`src/rtl/tcte_pkg.sv`:
```
`default_nettype none

package tcte_pkg;

  localparam int CFG_BITS   = 26;
  localparam int CFG_IDX_W  = 3;

  localparam logic [2:0] FUNC_TICK          = 3'd0;
  localparam logic [2:0] FUNC_ARM_TIMEWAIT  = 3'd1;
  localparam logic [2:0] FUNC_ARM_RETRANS   = 3'd2;
  localparam logic [2:0] FUNC_DISARM_RETRANS = 3'd3;
  localparam logic [2:0] FUNC_ACK_UPDATE    = 3'd4;
  localparam logic [2:0] FUNC_ARM_PERSIST   = 3'd5;
  localparam logic [2:0] FUNC_DISARM_PERSIST = 3'd6;

  localparam logic [1:0] RT_NONE   = 2'd0;
  localparam logic [1:0] RT_RESEND = 2'd1;
  localparam logic [1:0] RT_RESET  = 2'd2;
  localparam logic [1:0] RT_WAKE   = 2'd3;

  localparam logic [1:0] PS_NONE    = 2'd0;
  localparam logic [1:0] PS_PROBE   = 2'd1;
  localparam logic [1:0] PS_RELEASE = 2'd2;

  localparam logic [CFG_IDX_W-1:0] REG_TIMEWAIT_LIMIT  = 3'd0;
  localparam logic [CFG_IDX_W-1:0] REG_RETRANS_INITIAL = 3'd1;
  localparam logic [CFG_IDX_W-1:0] REG_SCAN_INTERVAL   = 3'd2;
  localparam logic [CFG_IDX_W-1:0] REG_MAX_RETRIES     = 3'd3;
  localparam logic [CFG_IDX_W-1:0] REG_SEGMENT_LIMIT   = 3'd4;

  localparam logic [CFG_BITS-1:0] TIMEWAIT_LIMIT_RST  = 26'd2000000;
  localparam logic [CFG_BITS-1:0] RETRANS_INITIAL_RST = 26'd200000;
  localparam logic [CFG_BITS-1:0] SCAN_INTERVAL_RST   = 26'd10000;
  localparam logic [1:0]          MAX_RETRIES_RST     = 2'd3;
  localparam logic [15:0]         SEGMENT_LIMIT_RST   = 16'd1460;

  typedef struct packed {
    logic [CFG_BITS-1:0] timewait_limit;
    logic [CFG_BITS-1:0] retrans_initial;
    logic [CFG_BITS-1:0] scan_interval;
    logic [1:0]          max_retries;
    logic [15:0]         segment_size_limit;
  } cfg_t;

  typedef struct packed {
    logic [2:0]  func;
    logic [3:0]  conn;
    logic        send_buf_empty;
    logic        established;
    logic [15:0] send_window;
  } cmd_t;

  typedef struct packed {
    logic [3:0] conn_out;
    logic       timewait_closed;
    logic [1:0] retrans_action;
    logic [1:0] persist_action;
    logic [1:0] retry_count;
  } result_t;

endpackage

`default_nettype wire

```
`src/rtl/tcte_table.sv`:
```
`default_nettype none

module tcte_table #(
  parameter int DEPTH = 16,
  parameter int WIDTH = 83,
  parameter int AW    = 4
) (
  input  wire logic             clk,
  input  wire logic             wr_en,
  input  wire logic [AW-1:0]    wr_addr,
  input  wire logic [WIDTH-1:0] wr_data,
  input  wire logic [AW-1:0]    rd_addr,
  output logic      [WIDTH-1:0] rd_data
);

  logic [WIDTH-1:0] mem [DEPTH];

  always_ff @(posedge clk) begin
    if (wr_en) begin
      mem[wr_addr] <= wr_data;
    end
    rd_data <= mem[rd_addr];
  end

endmodule

`default_nettype wire

```
`src/rtl/tcte_update.sv`:
```
`default_nettype none

module tcte_update #(
  parameter int TIMER_BITS = 26
) (
  input  wire tcte_pkg::cfg_t              cfg,
  input  wire tcte_pkg::cmd_t              cmd,
  input  wire logic [3*TIMER_BITS+4:0]     entry,
  output logic      [3*TIMER_BITS+4:0]     entry_next,
  output tcte_pkg::result_t                res
);

  localparam int WW = ((TIMER_BITS > tcte_pkg::CFG_BITS) ? TIMER_BITS : tcte_pkg::CFG_BITS) + 1;
  localparam int PW = (WW > tcte_pkg::CFG_BITS + 3) ? WW : tcte_pkg::CFG_BITS + 3;
  localparam logic [PW-1:0] TMAX = PW'((64'd1 << TIMER_BITS) - 64'd1);

  logic                  tw_on, rt_on, ps_on;
  logic [TIMER_BITS-1:0] tw_el, rt_rem, ps_rem;
  logic [1:0]            rt_cnt;

  logic                  n_tw_on, n_rt_on, n_ps_on;
  logic [TIMER_BITS-1:0] n_tw_el, n_rt_rem, n_ps_rem;
  logic [1:0]            n_rt_cnt;

  logic                  closed;
  logic                  tw_closed;
  logic [1:0]            rt_act, ps_act;

  logic [WW-1:0]         scan_w;
  logic [WW-1:0]         el_sum;
  logic                  tw_expired;
  logic [TIMER_BITS-1:0] el_sat;
  logic [TIMER_BITS-1:0] rt_dn, ps_dn;
  logic [TIMER_BITS-1:0] init_sat;
  logic [1:0]            cnt_inc;
  logic [PW-1:0]         reload_prod;
  logic [TIMER_BITS-1:0] reload_sat;

  assign {tw_on, tw_el, rt_on, rt_rem, rt_cnt, ps_on, ps_rem} = entry;

  assign scan_w     = WW'(cfg.scan_interval);
  assign el_sum     = WW'(tw_el) + scan_w;
  assign tw_expired = WW'(tw_el) > WW'(cfg.timewait_limit);
  assign el_sat     = (PW'(el_sum) > TMAX) ? TIMER_BITS'(TMAX) : TIMER_BITS'(el_sum);
  assign rt_dn      = (WW'(rt_rem) > scan_w) ? TIMER_BITS'(WW'(rt_rem) - scan_w) : '0;
  assign ps_dn      = (WW'(ps_rem) > scan_w) ? TIMER_BITS'(WW'(ps_rem) - scan_w) : '0;
  assign init_sat   = (PW'(cfg.retrans_initial) > TMAX) ? TIMER_BITS'(TMAX)
                                                         : TIMER_BITS'(cfg.retrans_initial);
  assign cnt_inc     = rt_cnt + 2'd1;
  assign reload_prod = PW'(cfg.retrans_initial) * PW'({1'b0, cnt_inc} + 3'd1);
  assign reload_sat  = (reload_prod > TMAX) ? TIMER_BITS'(TMAX) : TIMER_BITS'(reload_prod);

  always_comb begin
    n_tw_on   = tw_on;
    n_tw_el   = tw_el;
    n_rt_on   = rt_on;
    n_rt_rem  = rt_rem;
    n_rt_cnt  = rt_cnt;
    n_ps_on   = ps_on;
    n_ps_rem  = ps_rem;
    closed    = 1'b0;
    tw_closed = 1'b0;
    rt_act    = tcte_pkg::RT_NONE;
    ps_act    = tcte_pkg::PS_NONE;
    unique case (cmd.func)
      tcte_pkg::FUNC_TICK: begin
        if (tw_on) begin
          if (tw_expired) begin
            n_tw_on   = 1'b0;
            n_rt_on   = 1'b0;
            closed    = 1'b1;
            tw_closed = 1'b1;
          end else begin
            n_tw_el = el_sat;
          end
        end
        if (n_rt_on) begin
          if (rt_rem != '0) begin
            n_rt_rem = rt_dn;
          end else if (rt_cnt >= cfg.max_retries) begin
            n_rt_on = 1'b0;
            closed  = 1'b1;
            rt_act  = tcte_pkg::RT_RESET;
          end else begin
            n_rt_cnt = cnt_inc;
            n_rt_rem = reload_sat;
            rt_act   = tcte_pkg::RT_RESEND;
          end
        end
        if (ps_on) begin
          if (ps_rem != '0) begin
            n_ps_rem = ps_dn;
          end else if (!cmd.established || closed) begin
            n_ps_on = 1'b0;
            ps_act  = tcte_pkg::PS_RELEASE;
          end else if (cmd.send_window < cfg.segment_size_limit) begin
            n_ps_rem = init_sat;
            ps_act   = tcte_pkg::PS_PROBE;
          end
        end
      end
      tcte_pkg::FUNC_ARM_TIMEWAIT: begin
        n_tw_on = 1'b1;
        n_tw_el = '0;
      end
      tcte_pkg::FUNC_ARM_RETRANS: begin
        if (!rt_on) begin
          n_rt_on  = 1'b1;
          n_rt_cnt = 2'd0;
        end
        n_rt_rem = init_sat;
      end
      tcte_pkg::FUNC_DISARM_RETRANS: begin
        n_rt_on = 1'b0;
      end
      tcte_pkg::FUNC_ACK_UPDATE: begin
        if (rt_on) begin
          if (cmd.send_buf_empty) begin
            n_rt_on = 1'b0;
            rt_act  = tcte_pkg::RT_WAKE;
          end else begin
            n_rt_rem = init_sat;
            n_rt_cnt = 2'd0;
          end
        end
      end
      tcte_pkg::FUNC_ARM_PERSIST: begin
        n_ps_on  = 1'b1;
        n_ps_rem = init_sat;
      end
      tcte_pkg::FUNC_DISARM_PERSIST: begin
        n_ps_on = 1'b0;
      end
      default: begin
      end
    endcase
  end

  assign entry_next = {n_tw_on, n_tw_el, n_rt_on, n_rt_rem, n_rt_cnt, n_ps_on, n_ps_rem};

  assign res.conn_out        = cmd.conn;
  assign res.timewait_closed = tw_closed;
  assign res.retrans_action  = rt_act;
  assign res.persist_action  = ps_act;
  assign res.retry_count     = n_rt_cnt;

endmodule

`default_nettype wire

```
`src/rtl/tcp_connection_timer_engine_unit.sv`:
```
// Per-connection timer engine for time-wait, retransmit and persist timers.
// Command channel: a word on cmd is taken at a clock edge with start high
// and busy low. func selects tick, arm, disarm or ack update for one
// connection. Every word yields exactly one result word.
// Result channel: done is high for one cycle with the result word on result;
// it is registered from the update stage. The receiver cannot stall.
// Throughput: one command per cycle while busy is low. The connection table
// sits in one synchronous memory (one read, one write port); each command
// reads its entry, updates it in the next cycle and writes it back; a
// command to the entry being written gets the new value by forwarding.
// Configuration: wr_en, wr_index and wr_data write one register at a clock
// edge; write only while no command is in flight.
// Reset: rst restores the register defaults and starts a clearing pass that
// zeroes the table, one entry a cycle, until every entry is clear; busy is
// high throughout and no command is taken.
// Commands beyond the table change nothing and report only their conn.
`default_nettype none

module tcp_connection_timer_engine_unit #(
  parameter int CONNECTIONS = 16,
  parameter int TIMER_BITS  = 26
) (
  input  wire logic                              clk,
  input  wire logic                              rst,
  input  wire logic                              start,
  output logic                                   busy,
  input  wire tcte_pkg::cmd_t                    cmd,
  output logic                                   done,
  output tcte_pkg::result_t                      result,
  input  wire logic                              wr_en,
  input  wire logic [tcte_pkg::CFG_IDX_W-1:0]    wr_index,
  input  wire logic [tcte_pkg::CFG_BITS-1:0]     wr_data
);

  localparam int AW = (CONNECTIONS > 1) ? $clog2(CONNECTIONS) : 1;
  localparam int EW = 3 * TIMER_BITS + 5;

  localparam logic ST_CLEAR = 1'b0;
  localparam logic ST_RUN   = 1'b1;

  logic              state;
  logic [AW-1:0]     clr_addr;
  tcte_pkg::cfg_t    cfg;

  logic              accept;
  logic [AW-1:0]     in_idx;
  logic              in_table;

  logic              s1_valid;
  tcte_pkg::cmd_t    s1_cmd;
  logic [AW-1:0]     s1_idx;
  logic              s1_in_table;
  logic              fwd_hit;
  logic [EW-1:0]     fwd_entry;

  logic [EW-1:0]     rd_data;
  logic [EW-1:0]     cur_entry;
  logic [EW-1:0]     entry_next;
  tcte_pkg::result_t upd_res;

  logic              tbl_we;
  logic [AW-1:0]     tbl_waddr;
  logic [EW-1:0]     tbl_wdata;
  logic              s1_write;

  assign busy     = (state == ST_CLEAR);
  assign accept   = start && !busy;
  assign in_idx   = AW'(cmd.conn);
  assign in_table = 32'(cmd.conn) < CONNECTIONS;

  always_ff @(posedge clk) begin
    if (rst) begin
      cfg.timewait_limit     <= tcte_pkg::TIMEWAIT_LIMIT_RST;
      cfg.retrans_initial    <= tcte_pkg::RETRANS_INITIAL_RST;
      cfg.scan_interval      <= tcte_pkg::SCAN_INTERVAL_RST;
      cfg.max_retries        <= tcte_pkg::MAX_RETRIES_RST;
      cfg.segment_size_limit <= tcte_pkg::SEGMENT_LIMIT_RST;
    end else if (wr_en) begin
      unique case (wr_index)
        tcte_pkg::REG_TIMEWAIT_LIMIT:  cfg.timewait_limit     <= wr_data;
        tcte_pkg::REG_RETRANS_INITIAL: cfg.retrans_initial    <= wr_data;
        tcte_pkg::REG_SCAN_INTERVAL:   cfg.scan_interval      <= wr_data;
        tcte_pkg::REG_MAX_RETRIES:     cfg.max_retries        <= wr_data[1:0];
        tcte_pkg::REG_SEGMENT_LIMIT:   cfg.segment_size_limit <= wr_data[15:0];
        default: begin
        end
      endcase
    end
  end

  always_ff @(posedge clk) begin
    if (rst) begin
      state    <= ST_CLEAR;
      clr_addr <= '0;
    end else if (state == ST_CLEAR) begin
      if (clr_addr == AW'(CONNECTIONS - 1)) begin
        state <= ST_RUN;
      end else begin
        clr_addr <= clr_addr + 1'b1;
      end
    end
  end

  assign s1_write  = s1_valid && s1_in_table;
  assign tbl_we    = busy || s1_write;
  assign tbl_waddr = busy ? clr_addr : s1_idx;
  assign tbl_wdata = busy ? '0 : entry_next;

  tcte_table #(
    .DEPTH (CONNECTIONS),
    .WIDTH (EW),
    .AW    (AW)
  ) u_table (
    .clk     (clk),
    .wr_en   (tbl_we),
    .wr_addr (tbl_waddr),
    .wr_data (tbl_wdata),
    .rd_addr (in_idx),
    .rd_data (rd_data)
  );

  always_ff @(posedge clk) begin
    if (rst) begin
      s1_valid <= 1'b0;
      fwd_hit  <= 1'b0;
    end else begin
      s1_valid <= accept;
      fwd_hit  <= accept && s1_write && (s1_idx == in_idx);
    end
  end

  always_ff @(posedge clk) begin
    if (accept) begin
      s1_cmd      <= cmd;
      s1_idx      <= in_idx;
      s1_in_table <= in_table;
    end
    fwd_entry <= entry_next;
  end

  assign cur_entry = fwd_hit ? fwd_entry : rd_data;

  tcte_update #(
    .TIMER_BITS (TIMER_BITS)
  ) u_update (
    .cfg        (cfg),
    .cmd        (s1_cmd),
    .entry      (cur_entry),
    .entry_next (entry_next),
    .res        (upd_res)
  );

  always_ff @(posedge clk) begin
    if (rst) begin
      done <= 1'b0;
    end else begin
      done <= s1_valid;
    end
  end

  always_ff @(posedge clk) begin
    if (s1_valid) begin
      if (s1_in_table) begin
        result <= upd_res;
      end else begin
        result <= '{conn_out:        s1_cmd.conn,
                    timewait_closed: 1'b0,
                    retrans_action:  tcte_pkg::RT_NONE,
                    persist_action:  tcte_pkg::PS_NONE,
                    retry_count:     2'd0};
      end
    end
  end

endmodule

`default_nettype wire
```
`config.mk`:
```
export PLATFORM = sky130hd
export DESIGN_NAME = tcp_connection_timer_engine_unit
export DESIGN_NICKNAME = d
export VERILOG_FILES = /design/src/rtl/tcte_pkg.sv /design/src/rtl/tcte_table.sv /design/src/rtl/tcte_update.sv /design/src/rtl/tcp_connection_timer_engine_unit.sv
export SDC_FILE = /design/constraint.sdc
export NUM_CORES = 2
export LEC_CHECK = 0
export ABC_CLOCK_PERIOD_IN_PS = 11900
export BUFFER_PORTS_ARGS = -buffer_cell sky130_fd_sc_hd__buf_4
export CAP_MARGIN = 20
export CORE_MARGIN = 4
export CORE_UTILIZATION = 30
export CTS_CLUSTER_DIAMETER = 30
export DETAILED_ROUTE_END_ITERATION = 12
export SLEW_MARGIN = 20
export SYNTH_ARGS = -nofsm -noshare
export SYNTH_HDL_FRONTEND = slang
export SYNTH_SLANG_ARGS = --single-unit
```
`constraint.sdc`:
```
create_clock -name clk -period 11.9 [get_ports clk]
set_input_delay 1.19 -clock clk [delete_from_list [all_inputs] [get_ports clk]]
set_output_delay 1.19 -clock clk [all_outputs]
set_load 0.005 [all_outputs]
```
==> summary.txt <==
Largest net degree at the start of global routing - 128
Die area - 242000 sq um
Final hold vios - 0
# setup viols final - 0
Pre-CTS setup slack - 3.92 ns
Synthesized flop and latch total - 1634
Layout filler cell count - 21453
Half-perimeter wire length after placement - 124 mm
Worst VDD drop - 0.000103 V
H-Tree Level Count - 5
Leakage - 28.5 nW
Period utilisation layout - 67.3%
RSZ-0062 raised after global routing - no
CTS max path bufs - 4
First-pass GRT wire length - 294 mm
FP Rows - 177
Mapped Nets - 4647
Placed Cells - 7490
Startpoint types - flip-flop
Synth cell types - 86
Met1 Usage GRT - 21.8%
GRT Total Usage - 16.4%
Number of enable flip-flop cells after synthesis - 1364
Initial DRT Pass Iterations - 8
Final WL - 202 mm
Wire per inst - 25.0 microns
Antenna-violating nets left - 0
Area leader, netlist - edfxtp_1
CTS Sinks - 1634
Vias in the first global route - 42023
Via Count - 41701
IO Pins - 71
Met3 usage - 3.15%
Antenna violations before repair - 7
# Max-Cap Violations - 0
Most common cell after layout, fill and taps aside - edfxtp_1
Die Wd - 492 microns
Cell count after synthesis - 4410
Rel. slew slack - 24.0%
Multiplexer share of the synthesized area - 14.7%
Synth Area in Adders - 3.49%
# resized after CTS - 0
Non-Filler Instances - 8091
Total gr overflow - 0
GP Congestion - 0.945
Min cycle time layout - 8.01 ns
CTS Hold Bufs - 0
Design area - 86100 sq um
Tot Pwr - 16.7 mW
CP Data Arrival Time - 8.58 ns
Clk_lat worst skew - 0.96 ns
Fin. max-slew vios - 0
Ratio of cells with drive above 1 in the final layout - 24.9%
Synth top area cells - edfxtp_1 (58%), mux4_2 (13%), dfxtp_1 (7.7%)
Post-Syn Area - 70200 sq um
Input/output buffers - 70
XOR/XNOR Fraction of Synth Area - 0.961%
Most frequent cells in the layout - edfxtp_1 (1364), mux4_2 (415), nand2_1 (358)
Placed Area - 74800 sq um
CP Capture Type - flip-flop
Met2 Use GR - 26.3%
Initial Util - 30.1%
TNS Setup - 0 ns
Worst-Margin Slew - 1.14 ns
Min-delay worst type - reg2reg
Die height - 492 microns
Clock Skew - 0.126 ns
WS Path Type - reg2reg
Vias/cell - 5.15
Main combinational cell family by area after synthesis - multiplexers
Synth top area share - 58.4%
Sequential area share after synthesis - 66.1%
Syn Area/Cell - 15.9 sq um
Clk root buf - clkbuf_16
Final Util - 37.0%
GRT Max-Usage Layer - met2
Critical Path RT - 12.47 ns
Drt initial violations - 4120
Most common flop cell mapped by yosys - edfxtp_1
Async SR Flop Fraction - 0%
Simple-Gate Fraction of Synth Area - 5.85%
Status - complete, no violations
TritonCTS Buffers - 332
Detailed-route DRC error count - 0
Setup Buffers After CTS - 0
Pwr dens - 194 nW/um^2
Crit path max fanout - 61
CTS tree - yes
Layout area overhead - 22.7%
Core ar. - 233000 sq um
Synth warnings - 0
CTS clk-pin slew, worst paths - 0.04 ns
Post-synthesis compound-gate area fraction - 6.73%
F_max - 125 MHz
Worst setup margin - 3.89 ns
Final #Nets - 4930
Worst hold slack - 0.454 ns
==> report_power, final <==
group          internal (mW)  switching [mW]  leakage [nW]  total [mW]
clock                   6.19            2.96          5.38        9.15
sequential              6.32          0.0786          13.8        6.40
combinational          0.432           0.686          9.33        1.12
==> per-layer routing <==
layer / vias up / share of wire, %
met3: 367 / 6.6
met2: 1651 / 48
li1: 18049 / -
met4: 2 / 4.2
met5: - / 0.0064
met1: 21632 / 42
==> layout make-up <==
class                           instances  area, sq um  share of cell area, %
Inverter                              191          717                  0.833
Clock buffer                          408         9060                   10.5
Clock inverter                        185         2120                   2.46
Timing Repair Buffer                  159         1280                   1.48
Multi-Input combinational cell       2375        22600                   26.3
Tap cell                             3132         3920                   4.55
Antenna cell                            7         17.5                 0.0204
Sequential cell                      1634        46400                   53.9
==> state kept, by name (all words and copies together), names as in the netlist <==
signal,cells
s1_valid,1
s1_cmd,21
cfg,96
fwd_entry,83
s1_idx,4
u_table.mem,1328
result,11
done,1
clr_addr,4
fwd_hit,1
state,1
u_table.rd_data,83
==> cell usage after synthesis, drive strengths merged (8+ instances only) <==
cell type and number:
a22oi 8, nor2b 20, o22ai 45, xnor2 44
a211oi 43, nand3 35, nand3b 14, fa 28
and3 12, and2 51, nand2b 28, o31a 9
or3 21, o211ai 19, mux2 37, ha 151
a21oi 226, nand4 29, o21bai 13, nor4 28
o31ai 14, xor2 33, o21ai 109, a31oi 26
mux2i 56, inv 190, edfxtp 1364, a21o 64
nor3 64, or2 9, clkbuf 155, mux4 415
buf 55, o21a 20, a211o 24, nand2 359
nor2 211, a221oi 24, dfxtp 270
==> critical path: stages (launching register included) <==
cell      delay (ns)
dfxtp_4         0.69
buf_4           0.79
mux2i_2         0.12
buf_4           0.27
inv_1           0.14
ha_1            0.82
nand2_1         0.16
fa_1            0.52
inv_1           0.05
ha_1            0.21
fa_1            0.49
a211oi_1        0.31
o31a_1          0.25
o31ai_2         0.17
a31oi_2         0.31
o221ai_2        0.16
a311o_1         0.43
or3_1           0.60
a21oi_1         0.37
o221ai_1        0.32
and2_1          0.46
==> path summary, 6_finish.rpt <==
path | startpoint | depth (start not counted) | to | slack (ns)
setup / recovery | fwd_hit | 20 | u_table.mem[9][40] | 3.89
hold / removal | cfg[75] | 2 | cfg[75] | 0.45
setup reg to reg | fwd_hit | 20 | u_table.mem[9][40] | 3.89
hold reg to reg | cfg[75] | 2 | cfg[75] | 0.45
==> cells by family (layout without fill, tap and decap cells) <==
family / after synthesis / in the layout
and+or+nand+nor: 895 / 895
DFF: 1634 / 1634
AOI/OAI and AO/OA: 716 / 716
other: 0 / 7
buffers and inverters: 401 / 943
adders and majority gates: 179 / 179
xor gates and xnor gates: 77 / 77
muxes: 508 / 508
No activity file was read; power rests on OpenSTA's default activity.
